<file path="src/rtl/core/ffha_pkg.sv">
// shared types and constants of the first-fit heap allocator
// used by the controller, the datapath, the top level and the checker
`default_nettype none

package ffha_pkg;

   localparam int HEAP_BYTES        = 65536;
   localparam int HDR_BYTES         = 16;
   localparam int MIN_SPLIT_PAYLOAD = 8;
   localparam int SLOTS             = HEAP_BYTES / 8;
   localparam int SLOT_W            = $clog2(SLOTS);
   localparam int MAX_HDR_SLOT      = (HEAP_BYTES - HDR_BYTES) / 8;
   localparam int SPLIT_LIMIT       = HDR_BYTES + MIN_SPLIT_PAYLOAD;

   localparam logic [1:0] OP_ALLOC   = 2'd0;
   localparam logic [1:0] OP_RELEASE = 2'd1;
   localparam logic [1:0] OP_RESIZE  = 2'd2;

   localparam logic [1:0] ST_DONE    = 2'd0;
   localparam logic [1:0] ST_NOSPACE = 2'd1;
   localparam logic [1:0] ST_INVALID = 2'd2;

   typedef struct packed {
      logic [15:0]       size;
      logic [SLOT_W-1:0] next;
      logic              has_next;
      logic              used;
   } hdr_type;

   localparam hdr_type RESET_HDR = '{size: 16'(HEAP_BYTES - HDR_BYTES),
                                     next: '0, has_next: 1'b0, used: 1'b0};

   typedef enum logic [1:0] {K_NONE, K_ALLOC, K_RELEASE, K_RESIZE} kind_type;
   typedef enum logic [1:0] {RD_NONE, RD_CUR, RD_LINK} rd_sel_type;
   typedef enum logic [1:0] {B_HOLD, B_ZERO, B_LINK, B_PSLOT} b_sel_type;
   typedef enum logic [1:0] {RES_HOLD, RES_ALLOC, RES_PTR} res_sel_type;

   typedef struct packed {
      logic        load;
      rd_sel_type  rd;
      logic        cap;
      logic        merge;
      logic        wr_bh;
      logic        wr_split;
      logic        set_used;
      logic        clr_used;
      b_sel_type   b_sel;
      res_sel_type res_sel;
      logic        fail;
      logic        cap_copy;
   } dp_cmd_type;

   typedef struct packed {
      kind_type kind;
      logic     q_used;
      logic     bh_hn;
      logic     fit_q;
      logic     fit_bh;
   } dp_stat_type;

endpackage

`default_nettype wire

</file>
<file path="src/rtl/core/ffha_ctrl.sv">
// controller of the heap allocator: sequences list walks, merges, splits
// and resize steps; depends on ffha_pkg
`default_nettype none

module ffha_ctrl (
   input  logic                  clock,
   input  logic                  reset,
   input  logic                  start,
   input  ffha_pkg::dp_stat_type stat,
   output ffha_pkg::dp_cmd_type  cmd,
   output logic                  busy,
   output logic                  rsp_valid
);
   import ffha_pkg::*;

   typedef enum logic [4:0] {
      S_IDLE, S_DISPATCH, S_F_RD, S_F_CAP, S_F_WR, S_W_RD, S_W_CAP, S_W_ADV,
      S_MG_RD, S_MG_CHK, S_MG_END, S_SPLIT, S_SPL_WB, S_R_RD, S_R_CAP,
      S_R_ORD, S_R_OCAP, S_R_OWR
   } state_type;

   state_type state_ff, state_in;
   logic walk_alloc_ff, walk_alloc_in, in_resize_ff, in_resize_in;
   logic mg_resize_ff, mg_resize_in, split_alloc_ff, split_alloc_in;
   logic busy_ff, rsp_valid_ff, finish;

   always_comb begin
      cmd            = '0;
      state_in       = state_ff;
      walk_alloc_in  = walk_alloc_ff;
      in_resize_in   = in_resize_ff;
      mg_resize_in   = mg_resize_ff;
      split_alloc_in = split_alloc_ff;
      finish         = 1'b0;
      unique case (state_ff)
         S_IDLE: begin
            if (start) begin
               cmd.load     = 1'b1;
               in_resize_in = 1'b0;
               state_in     = S_DISPATCH;
            end
         end
         S_DISPATCH: begin
            unique case (stat.kind)
               K_ALLOC: begin
                  cmd.b_sel     = B_ZERO;
                  walk_alloc_in = 1'b1;
                  state_in      = S_W_RD;
               end
               K_RELEASE: begin
                  cmd.b_sel = B_PSLOT;
                  state_in  = S_F_RD;
               end
               K_RESIZE: begin
                  cmd.b_sel    = B_PSLOT;
                  in_resize_in = 1'b1;
                  state_in     = S_R_RD;
               end
               default: finish = 1'b1;
            endcase
         end
         S_F_RD: begin
            cmd.rd   = RD_CUR;
            state_in = S_F_CAP;
         end
         S_F_CAP: begin
            cmd.cap  = 1'b1;
            state_in = S_F_WR;
         end
         S_F_WR: begin
            cmd.wr_bh     = 1'b1;
            cmd.clr_used  = 1'b1;
            cmd.b_sel     = B_ZERO;
            walk_alloc_in = 1'b0;
            state_in      = S_W_RD;
         end
         S_W_RD: begin
            cmd.rd   = RD_CUR;
            state_in = S_W_CAP;
         end
         S_W_CAP: begin
            cmd.cap = 1'b1;
            if (stat.q_used) begin
               state_in = S_W_ADV;
            end else begin
               mg_resize_in = 1'b0;
               state_in     = S_MG_RD;
            end
         end
         S_W_ADV: begin
            if (!stat.bh_hn) begin
               cmd.fail = walk_alloc_ff;
               finish   = 1'b1;
            end else begin
               cmd.b_sel = B_LINK;
               state_in  = S_W_RD;
            end
         end
         S_MG_RD: begin
            if (stat.bh_hn) begin
               cmd.rd   = RD_LINK;
               state_in = S_MG_CHK;
            end else begin
               state_in = S_MG_END;
            end
         end
         S_MG_CHK: begin
            if (stat.q_used) begin
               state_in = S_MG_END;
            end else begin
               cmd.merge = 1'b1;
               state_in  = S_MG_RD;
            end
         end
         S_MG_END: begin
            cmd.wr_bh = 1'b1;
            if (mg_resize_ff) begin
               if (stat.fit_bh) begin
                  split_alloc_in = 1'b0;
                  state_in       = S_SPLIT;
               end else begin
                  cmd.b_sel     = B_ZERO;
                  walk_alloc_in = 1'b1;
                  state_in      = S_W_RD;
               end
            end else if (walk_alloc_ff && stat.fit_bh) begin
               split_alloc_in = 1'b1;
               state_in       = S_SPLIT;
            end else begin
               state_in = S_W_ADV;
            end
         end
         S_SPLIT: begin
            cmd.wr_split = 1'b1;
            state_in     = S_SPL_WB;
         end
         S_SPL_WB: begin
            cmd.wr_bh = 1'b1;
            if (split_alloc_ff) begin
               cmd.set_used = 1'b1;
               cmd.res_sel  = RES_ALLOC;
               if (in_resize_ff) begin
                  cmd.b_sel = B_PSLOT;
                  state_in  = S_R_ORD;
               end else begin
                  finish = 1'b1;
               end
            end else begin
               cmd.res_sel = RES_PTR;
               finish      = 1'b1;
            end
         end
         S_R_RD: begin
            cmd.rd   = RD_CUR;
            state_in = S_R_CAP;
         end
         S_R_CAP: begin
            cmd.cap = 1'b1;
            if (stat.fit_q) begin
               split_alloc_in = 1'b0;
               state_in       = S_SPLIT;
            end else begin
               mg_resize_in = 1'b1;
               state_in     = S_MG_RD;
            end
         end
         S_R_ORD: begin
            cmd.rd   = RD_CUR;
            state_in = S_R_OCAP;
         end
         S_R_OCAP: begin
            cmd.cap      = 1'b1;
            cmd.cap_copy = 1'b1;
            state_in     = S_R_OWR;
         end
         S_R_OWR: begin
            cmd.wr_bh     = 1'b1;
            cmd.clr_used  = 1'b1;
            cmd.b_sel     = B_ZERO;
            walk_alloc_in = 1'b0;
            state_in      = S_W_RD;
         end
         default: state_in = S_IDLE;
      endcase
      if (finish) state_in = S_IDLE;
   end

   always_ff @(posedge clock) begin
      if (reset) begin
         state_ff       <= S_IDLE;
         walk_alloc_ff  <= 1'b0;
         in_resize_ff   <= 1'b0;
         mg_resize_ff   <= 1'b0;
         split_alloc_ff <= 1'b0;
         busy_ff        <= 1'b0;
         rsp_valid_ff   <= 1'b0;
      end else begin
         state_ff       <= state_in;
         walk_alloc_ff  <= walk_alloc_in;
         in_resize_ff   <= in_resize_in;
         mg_resize_ff   <= mg_resize_in;
         split_alloc_ff <= split_alloc_in;
         busy_ff        <= finish ? 1'b0 : (busy_ff || cmd.load);
         rsp_valid_ff   <= finish;
      end
   end

   assign busy      = busy_ff;
   assign rsp_valid = rsp_valid_ff;

endmodule

`default_nettype wire

</file>
<file path="config.mk">
export PLATFORM = sky130hd
export DESIGN_NAME = ffha_ctrl
export DESIGN_NICKNAME = d
export VERILOG_FILES = /design/src/rtl/core/ffha_pkg.sv /design/src/rtl/core/ffha_ctrl.sv
export SDC_FILE = /design/constraint.sdc
export NUM_CORES = 1
export LEC_CHECK = 0
export ABC_AREA = 1
export BUFFER_PORTS_ARGS = -buffer_cell sky130_fd_sc_hd__buf_2
export CAP_MARGIN = 5
export CORE_ASPECT_RATIO = 1.25
export CORE_UTILIZATION = 52
export DETAILED_ROUTE_END_ITERATION = 7
export PLACE_DENSITY = 0.78
export SLEW_MARGIN = 20
export SYNTH_ARGS = -nofsm -noshare
export SYNTH_HDL_FRONTEND = slang
export SYNTH_SLANG_ARGS = --single-unit
</file>
<file path="constraint.sdc">
create_clock -name clock -period 2 [get_ports clock]
set_clock_uncertainty 0.15 [all_clocks]
set_input_delay 0.1 -clock clock [delete_from_list [all_inputs] [get_ports clock]]
set_output_delay 0.1 -clock clock [all_outputs]
set_load 0.1 [all_outputs]
</file>
## Word level (Yosys, flattened, before mapping)

Cells that the tools add are included.

- Register bits after elaboration: 11
- Bits of input ports: 9
- Output and inout bits: 17
- Word-level logic and storage cells: 116

- Equal/unequal tests: 34
- Muxes and demuxes: 56
- Reduce and logical (&&, ||, !) cells: 19

Operators with widths:

| kind | number |
|---|---|
| $pmux W5 S17 | 1 |
| $eq A5 B4 Y1 const B | 8 |
| $mux W1 | 30 |
| $mux W5 | 5 |
| $eq A5 B3 Y1 const B | 4 |
| $ne A2 B2 Y1 const B | 9 |
| $mux W2 | 8 |
| $pmux W5 S3 | 1 |
| $mux W4 | 3 |
| $reduce_or A4 Y1 | 3 |
| $eq A5 B2 Y1 const B | 2 |
| $eq A5 B5 Y1 const B | 2 |
| $pmux W2 S5 | 1 |
| $pmux W2 S2 | 2 |
| $reduce_and A4 Y1 | 2 |
| $ne A3 B3 Y1 const B | 2 |
| $pmux W1 S2 | 3 |
| $pmux W1 S3 | 2 |
| $reduce_and A3 Y1 | 2 |
| $reduce_bool A2 Y1 | 3 |
| $reduce_or A2 Y1 | 3 |
| $eq A5 B1 Y1 const B | 1 |
| $logic_not A5 Y1 | 1 |
| $reduce_and A5 Y1 | 1 |
| 8 further kinds | 10 |

## Depth between registers and ports, before layout

Gate-level depths: netlist (run 1).

- Depth after elaboration: 5
- Depth in mapped cells: 10
- Depth with buffers taken out: 10

## Least setup slack after synthesis (run 1)

No wires, ideal clock.

- Path kind: register to output
- Start: register state_ff[4]
- End: output cmd[10] (netlist name)
- Data arrival time: 3.454 ns
- Required time: 1.750 ns
- Slack: -1.704 ns
- Stages on the path, launching flop included: 4
- Buffers on the path: 0
- Cells stage by stage: dfxtp_1 -> inv_2 -> nand3_1 -> nor4_1

RTL lines:

| element | RTL line | source |
|---|---|---|
| start: declaration | ffha_ctrl.sv:22 | `state_type state_ff, state_in;` |
| start signal: assignment | ffha_ctrl.sv:198 | `state_ff <= state_in;` |
| end: declaration | ffha_ctrl.sv:10 | `output ffha_pkg::dp_cmd_type cmd,` |

==> results of run 1 <==
==> power breakdown <==
part | total (µW) | leakage [µW] | internal (µW) | switching (µW)
combinational | 1110 | 0.000659 | 323 | 791
clock | 170 | 0.0000150 | 77.4 | 92.5
sequential | 332 | 0.0000923 | 272 | 60.0
total | 1620 | 0.000766 | 672 | 944
==> metrics by stage <==
stage          total power, µW  area, µm²
3_5_place_dp              1390       1380
6_report                  1620       1480
4_1_cts                   1570       1430
2_1_floorplan             1130       1120
5_1_grt                   1700       1480
3_3_place_gp              1370       1380
==> routing by layer <==
layer / vias to the layer above / track usage [%]
met3: 20 / 3.79
met4: 0 / 18.8
met1: 599 / 36.2
li1: 622 / -
met5: - / 0
met2: 82 / 58.2
==> layout make-up <==
class / count / area share [%]
multi-input combinational: 132 / 54.0
inverter: 31 / 8.05
sequential: 11 / 15.5
tap: 19 / 1.61
clock buffer: 4 / 1.78
timing repair buffer: 29 / 19.1
==> state kept, by name (all words and copies together) (netlist names) <==
| register | cells |
|---|---|
| mg_resize_ff | 1 |
| state_ff | 5 |
| rsp_valid | 1 |
| busy | 1 |
| split_alloc_ff | 1 |
| walk_alloc_ff | 1 |
| in_resize_ff | 1 |
==> worst paths after layout <==
check	start	to	slack (ns)
max	state_ff[4]	cmd[5]	0.03
max reg2reg	state_ff[4]	state_ff[3]	0.35
min reg2reg	busy	busy	0.35
min	stat[1]	mg_resize_ff	0.01
==> what timing repair did <==
action	4_1_cts	5_1_grt
endpoints found under the setup margin	5	7
pin swaps	0	2
gates resized for setup	5	12
hold buffers	2	0
endpoints found under the hold margin	3	0
setup buffers	0	1
==> logic make-up (layout without fill, tap and decap cells) <==
group	after synthesis	in the layout	share of synthesized area [%]
buf+inv	32	64	11.7
compound gates	25	25	14.0
simple gates	101	101	46.5
flops	11	11	20.8
fa+ha+maj	6	6	7.08
==> cell usage after synthesis <==
| library cell | count | share of area, % |
|---|---|---|
| nand4_1 | 2 | 1.2 |
| nor3_2 | 1 | 0.94 |
| nor2_1 | 21 | 7.4 |
| nor2_4 | 3 | 3.2 |
| nor3_1 | 1 | 0.47 |
| dfxtp_1 | 11 | 21 |
| buf_4 | 1 | 0.71 |
| o2111ai_1 | 1 | 0.83 |
| inv_2 | 6 | 2.1 |
| nor2_2 | 6 | 3.5 |
| nand3_1 | 15 | 7.1 |
| nand2_1 | 44 | 16 |
| nand3_2 | 1 | 0.94 |
| o211ai_1 | 6 | 4.2 |
| nor4_1 | 1 | 0.59 |
| o21ai_1 | 1 | 0.47 |
| ha_1 | 6 | 7.1 |
| inv_1 | 25 | 8.8 |
| o21ai_0 | 6 | 2.8 |
| nand3_4 | 1 | 1.7 |
| nand2_4 | 2 | 2.1 |
| a21oi_1 | 10 | 4.7 |
| nand2_2 | 3 | 1.8 |
| o211a_1 | 1 | 0.94 |
==> worst reg2reg max path, cell delays in order (launching register included) <==
cell     delay (ns)
dfxtp_2        0.37
inv_4          0.11
nand2_1        0.09
nor2_2         0.17
nand3_1        0.20
nand2_1        0.19
inv_2          0.07
nand3_2        0.11
a21oi_1        0.05
==> results.json, run 1 <==
{
  "die_w_um": 42.4,
  "synth.avg_cell_area_um2": 6.06,
  "status": "completed",
  "totalWireLength_um": 3350,
  "vias": 1323,
  "worst_slack_ns": 0.0325,
  "ys_seq_area_share_pct": 20.8,
  "path_cells": "inv_4, nand3_4, inv_2, nand2_4, nor2_4, nand2_2, o211ai_1, clkbuf_16",
  "yosys_warnings": 0,
  "synthesis.nets": 190,
  "mostFrequentLayoutCells": "nand2_1 (39), inv_1 (23), nor2_1 (16)",
  "top_layer": "met4",
  "grt_max_degree": 9,
  "pin_count": 26,
  "dieArea_um2": 2230,
  "nNetsFinal": 223,
  "wl_met2_um": 1690,
  "fmax_mhz": 508,
  "final_cells": 226,
  "pre_cts_slack_ns": 0.259,
  "antenna_cells": 0,
  "p_leak_uw": 0.000766,
  "io_buffers": 25,
  "num-fill-cells": 140,
  "ir_drop_mv": 1.03,
  "netlist_instances": 175,
  "end_kind": "output port",
  "areaGrowthSynthToFinish_pct": 39.2,
  "cp.depth": 8,
  "r2r_cells": 8,
  "path_class": "flip-flop to output port",
  "rsz0062_at_grt": "yes",
  "power_density_nw_per_um2": 1090,
  "core_area_um2": 1850,
  "period_needed_ns": 1.97,
  "grt_pass1_wl_um": 5430,
  "tns_ns": 0,
  "layout_commonest_cell": "nand2_1",
  "start_util_pct": 57.3,
  "critPathMaxStageDelay_ns": 0.37,
  "drc": 0,
  "cts.reportedPaths.clkPinSlew_ns": 0.09,
  "path_delay_family": "buffers and inverters",
  "min_path_cells": 4,
  "fin_hold_ws_ns": 0.00974,
  "post-route-period-util_pct": 98.4,
  "drt_iter0_drc": 52,
  "die_h_um": 52.5,
  "cts_tree": "built",
  "multiInputGateArea_um2": 797,
  "gr-total-overflow": 0,
  "arrival_ns": 1.72,
  "synth-seq-cells": 11,
  "final_hold_viol_count": 0,
  "grt_pass1_vias": 1251,
  "cts_buffers": 3,
  "slew_violations": 0,
  "path_buf_inv": 3,
  "wl_per_cell_um": 14.8,
  "crit_required_ns": 1.75,
  "crit_fanout": 6,
  "track_usage_pct": 32.3,
  "place_congestion": 0.952,
  "hpwl_um": 2540,
  "critPathSlowestCell": "dfxtp_2",
  "dp_cells": 219,
  "register_area_um2": 229,
  "worst_slew_pin_slew_ns": 0.490,
  "synth.distinct_cells": 24,
  "slew_headroom_pct": 67.5,
  "dr.pass1.iters": 4,
  "ctsHtreeMaxLevel": 1,
  "drive_gt1_share_pct": 35.3,
  "crit_path_start_kind": "flip-flop",
  "finalSetupViolations": 0,
  "vias_per_cell": 5.85,
  "clock-sinks": 11,
  "drt-met1-wl_um": 1270,
  "ant_nets": 0,
  "clk_latency_ns": 0.29,
  "met3_length_um": 211,
  "root_buffer": "clkbuf_4",
  "rows": 17,
  "grt_antenna_before_repair": 0,
  "min_path_type": "input pin to flip-flop",
  "cap_violations": 0,
  "utilization_pct": 79.8,
  "clockBufferDepth": 2,
  "syn-cell-area_um2": 1060
}
No activity file was read; power rests on OpenSTA's default activity.
==> run 2: changes to the inputs <==
--- a/config.mk
+++ b/config.mk
@@ -9,9 +9,9 @@
 export BUFFER_PORTS_ARGS = -buffer_cell sky130_fd_sc_hd__buf_2
 export CAP_MARGIN = 5
 export CORE_ASPECT_RATIO = 1.25
-export CORE_UTILIZATION = 52
+export CORE_UTILIZATION = 47
 export DETAILED_ROUTE_END_ITERATION = 7
-export PLACE_DENSITY = 0.78
+export PLACE_DENSITY = 0.74
 export SLEW_MARGIN = 20
 export SYNTH_ARGS = -nofsm -noshare
 export SYNTH_HDL_FRONTEND = slang
==> constraint.sdc (replaced) <==
create_clock -name clock -period 1.8 [get_ports clock]
set_clock_uncertainty 0.15 [all_clocks]
set_input_delay 0.09 -clock clock [delete_from_list [all_inputs] [get_ports clock]]
set_output_delay 0.09 -clock clock [all_outputs]
set_load 0.1 [all_outputs]
==> run 2 against run 1 <==
The run now ends with hold timing, setup timing left. Final cell count up 15%. Die area up 10%. Global-route usage down 0.51 points. Sequential share of layout area fell by 2.6 points. Largest cell class unchanged. Largest power group unchanged.
==> results.json, run 2 (synthesis results as in run 1) <==
{
  "worst_slack_ns": -0.0432,
  "period_needed_ns": 1.84,
  "cap_violations": 0,
  "clock-sinks": 11,
  "totalWireLength_um": 4500,
  "areaGrowthSynthToFinish_pct": 74.2,
  "start_util_pct": 51.8,
  "grt_pass1_vias": 1258,
  "antenna_cells": 0,
  "path_class": "flip-flop to output port",
  "rsz0062_at_grt": "yes",
  "dp_cells": 231,
  "crit_path_start_kind": "flip-flop",
  "fmax_mhz": 543,
  "nNetsFinal": 245,
  "cts.reportedPaths.clkPinSlew_ns": 0.08,
  "ctsHtreeMaxLevel": 1,
  "hpwl_um": 2670,
  "post-route-period-util_pct": 102,
  "drc": 0,
  "pin_count": 26,
  "grt_antenna_before_repair": 0,
  "worst_slew_pin_slew_ns": 0.489,
  "fin_hold_ws_ns": -0.0170,
  "cts_tree": "built",
  "dr.pass1.iters": 5,
  "status": "finished, violations left",
  "failed_checks": "hold timing, setup timing",
  "utilization_pct": 90.2,
  "cts_buffers": 3,
  "die_h_um": 55.1,
  "final_cells": 259,
  "core_area_um2": 2050,
  "critPathSlowestCell": "dfxtp_4",
  "regMostFlops": "state_ff",
  "ant_nets": 0,
  "layout_commonest_cell": "nand2_1",
  "drt_iter0_drc": 129,
  "wl_per_cell_um": 17.4,
  "p_leak_uw": 0.000902,
  "grt_pass1_wl_um": 5670,
  "arrival_ns": 1.60,
  "clk_latency_ns": 0.29,
  "track_usage_pct": 31.8,
  "place_congestion": 0.973,
  "root_buffer": "clkbuf_4",
  "mostFrequentLayoutCells": "nand2_1 (36), buf_4 (24), inv_1 (21)",
  "tns_ns": -0.109,
  "io_buffers": 25,
  "die_w_um": 44.5,
  "dieArea_um2": 2450,
  "final_hold_viol_count": 2,
  "largest_register_ff_count": 5,
  "crit_fanout": 6,
  "pre_cts_slack_ns": 0.0186,
  "min_path_type": "input pin to flip-flop",
  "path_cells": "nor2_4, inv_2, nor3_4, inv_1, o211ai_1, buf_12",
  "slew_headroom_pct": 67.6,
  "critPathMaxStageDelay_ns": 0.39,
  "finalSetupViolations": 3,
  "gr-total-overflow": 0,
  "grt_max_degree": 8,
  "clockBufferDepth": 2,
  "power_density_nw_per_um2": 1150,
  "rows": 18,
  "crit_required_ns": 1.56,
  "ir_drop_mv": 1.39,
  "end_kind": "output port",
  "slew_violations": 0,
  "drive_gt1_share_pct": 46.7,
  "vias_per_cell": 5.84,
  "vias": 1512
}
==> run 2: cell count changes in the layout (fill, tap and decap cells not counted), sizes merged <==
cell | previous run | this run
clkinvlp | 0 | 1
buf | 25 | 49
clkbuf | 6 | 5
dlygate4sd3 | 2 | 1
inv | 31 | 30
==> run 2: final timing paths <==
kind | from | to | slack, ns | depth (start not counted)
worst min-delay path | start | in_resize_ff | -0.02 | 4
worst max register to register | state_ff[1] | state_ff[3] | 0.05 | 9
worst min register to register | busy | busy | 0.34 | 2
worst max-delay path | state_ff[1] | cmd[11] | -0.04 | 6
==> run 2: worst max-delay path, delay by kind of cell, from the launching register on <==
kind            cells  cell delay, ns
simple gates        2            0.40
flops               1            0.39
compound gates      1            0.14
buf+inv             3            0.36
==> run 2: per-layer routing <==
layer  up-vias  track usage (%)  wire length, µm
li1        668                -                -
met1       664             38.2             1590
met2       138             56.9             2230
met3        42             2.60              382
met4         0             15.2              297
met5         -                0                0
==> run 2: per-stage QoR <==
step	power, µW	cell area (µm²)
final	2130	1850
after global placement	1610	1530
after CTS	1870	1660
after floorplan	1270	1140
after global routing	2210	1850
after detailed placement	1620	1530
==> run 2: layout make-up <==
cell class / count / area [µm²]
Clock buffer: 4 / 26.3
Timing Repair Buffer: 51 / 557
Fill cell: 97 / 201
Tap cell: 30 / 37.5
Sequential cell: 11 / 239
Multi-Input combinational cell: 132 / 853
Inverter: 31 / 135
==> run 2: repair_timing <==
item                                    4_1_cts  5_1_grt
resized for setup                            12       27
hold buffers                                  1        0
endpoints found under the setup margin        9        9
pin swaps                                     6        9
endpoints found under the hold margin         2        0
buffers inserted                              9       14
==> run 2: power by group <==
part | total (µW) | internal (µW) | switching [µW]
Clock | 184 | 86.3 | 98.0
Combinational | 1560 | 536 | 1020
Sequential | 386 | 306 | 80.2
Total | 2130 | 928 | 1200
==> run 3: changes to the inputs <==
--- a/config.mk
+++ b/config.mk
@@ -12,6 +12,7 @@
 export CORE_UTILIZATION = 47
 export DETAILED_ROUTE_END_ITERATION = 7
 export PLACE_DENSITY = 0.74
+export RECOVER_POWER = 25
 export SLEW_MARGIN = 20
 export SYNTH_ARGS = -nofsm -noshare
 export SYNTH_HDL_FRONTEND = slang
==> run 3 against run 2 <==
The flow still finishes with violations (hold timing, setup timing). Sequential power hardly changed. Utilization stayed put. Maximum frequency hardly changed. Hold slack worse by 0.0032 ns. Total power hardly changed. Via count stayed put. Sequential share of layout area stayed put. Flip-flop and latch count stayed put. Critical endpoint unchanged. Highest routed layer unchanged.
==> results.json, run 3 (synthesis results as in run 1) <==
{
  "hold_end": "in_resize_ff",
  "clock-sinks": 11,
  "clockBufferDepth": 2,
  "slew_headroom_pct": 63.9,
  "grt_antenna_before_repair": 0,
  "post-route-period-util_pct": 102,
  "path_class": "flip-flop to output port",
  "cts_buffers": 3,
  "ant_nets": 0,
  "regToRegSetupSlack_ns": 0.05,
  "root_buffer": "clkbuf_4",
  "antenna_cells": 0,
  "seqPwrFrac_pct": 18.2,
  "status": "finished, violations left",
  "num-fill-cells": 97,
  "utilization_pct": 90.2,
  "min_path_cells": 4,
  "grt_pass1_wl_um": 5670,
  "pin_count": 26,
  "crit_path_start_kind": "flip-flop",
  "path_cells": "nor2_4, inv_2, nor3_4, inv_1, o211ai_1, buf_12",
  "path_delay_family": "simple AND/OR/NAND/NOR gates",
  "drc": 0,
  "final_hold_viol_count": 2,
  "vias": 1512,
  "min_from": "start",
  "cp.depth": 6,
  "failed_checks": "hold timing, setup timing",
  "pwr-share-clk_pct": 8.7,
  "power_density_nw_per_um2": 1150,
  "dieArea_um2": 2450,
  "cts_tree": "built",
  "r2r_cells": 9,
  "place_congestion": 0.973,
  "wl_per_cell_um": 17.3,
  "vias_per_cell": 5.84,
  "largest_register_ff_count": 5,
  "pre_cts_slack_ns": 0.0186,
  "comb_power_share_pct": 73.1,
  "io_buffers": 25,
  "p_sw_uw": 1200,
  "track_usage_pct": 31.8,
  "regMostFlops": "state_ff",
  "mostFrequentLayoutCells": "nand2_1 (36), buf_4 (24), inv_1 (21)",
  "ir_drop_mv": 1.38,
  "die_h_um": 55.1,
  "nNetsFinal": 245,
  "rsz0062_at_grt": "yes",
  "start_util_pct": 51.8,
  "path_buf_inv": 3,
  "worstReg2RegEnd": "state_ff[3]",
  "drt_iter0_drc": 129,
  "crit_fanout": 6,
  "min_path_type": "input pin to flip-flop",
  "finalSetupViolations": 3,
  "die_w_um": 44.5,
  "intPower_uw": 928,
  "critPathMaxStageDelay_ns": 0.39,
  "totalWireLength_um": 4470,
  "grt_max_degree": 8,
  "final_cells": 259,
  "fin_hold_ws_ns": -0.0202,
  "worst_slack_ns": -0.0426,
  "fmax_mhz": 543,
  "gr-total-overflow": 0,
  "r2r_start": "state_ff[1]",
  "cap_violations": 0,
  "core_area_um2": 2050,
  "clk_latency_ns": 0.29,
  "period_needed_ns": 1.84,
  "drive_gt1_share_pct": 46.7,
  "cts.reportedPaths.clkPinSlew_ns": 0.08,
  "critPathSlowestCell": "dfxtp_4",
  "layout_commonest_cell": "nand2_1",
  "arrival_ns": 1.60,
  "tns_ns": -0.107,
  "areaGrowthSynthToFinish_pct": 74.2,
  "hpwl_um": 2670,
  "end_kind": "output port",
  "ctsHtreeMaxLevel": 1,
  "dr.pass1.iters": 5,
  "p_leak_uw": 0.000900,
  "crit_required_ns": 1.56,
  "slew_violations": 0,
  "rows": 18,
  "worst_slew_pin_slew_ns": 0.544,
  "grt_pass1_vias": 1258,
  "dp_cells": 231,
  "swShare_pct": 56.3
}
-- run 3: metal layers --
metal  vias to the layer above  share of wire, %  track usage (%)
li1                        667                 -                -
met1                       673                36             38.2
met2                       129                50             56.9
met3                        43               8.0             2.60
met4                         0               6.4             15.2
met5                         -                 0                0
-- run 3: power by group through the flow --
stage / combinational [µW] / clock, µW / sequential (µW)
2_1_floorplan: 846 / 0 / 419
3_3_place_gp: 1250 / 0 / 363
3_5_place_dp: 1260 / 0 / 366
4_1_cts: 1330 / 172 / 368
5_1_grt: 1620 / 193 / 389
6_report: 1550 / 185 / 387
-- run 3: area by class of cell --
type	instances	area, µm²	share of cell area [%]
inverter	31	135	7.31
tap	30	37.5	2.03
sequential	11	239	12.9
clock buffer	4	26.3	1.42
timing repair buffer	51	557	30.1
multi-input combinational	132	853	46.2
-- run 3: worst min-delay path, stage by stage --
cell     delay [ns]
buf_2          0.10
nand2_2        0.08
nand2_1        0.06
a21oi_1        0.03
-- run 3: repair_timing --
action                     CTS  global route
gates resized for setup     12            27
buffers inserted             9            14
hold buffers                 1             0
hold endpoints to repair     2             0
pin swaps                    6             9
setup endpoints to repair    9             9
-- run 3: worst max-delay path by stage --
stage,from,end,slack [ns]
after floorplan,state_ff[1],cmd[11],-0.82
after global placement,state_ff[4],cmd[5],0.03
after detailed placement,state_ff[4],cmd[5],0.02
after CTS,state_ff[4],cmd[5],-0.06
after global routing,state_ff[4],cmd[4],-0.08
final,state_ff[1],cmd[11],-0.04
-- run 3: through the flow --
stage / total power [µW] / cell area (µm²) / hold WS [ns]
final: 2130 / 1850 / -0.0202
after global routing: 2210 / 1850 / 0.000697
after CTS: 1870 / 1660 / 0.00681
after detailed placement: 1620 / 1530 / 0.138
after global placement: 1610 / 1530 / 0.133
after floorplan: 1270 / 1140 / 0.00907
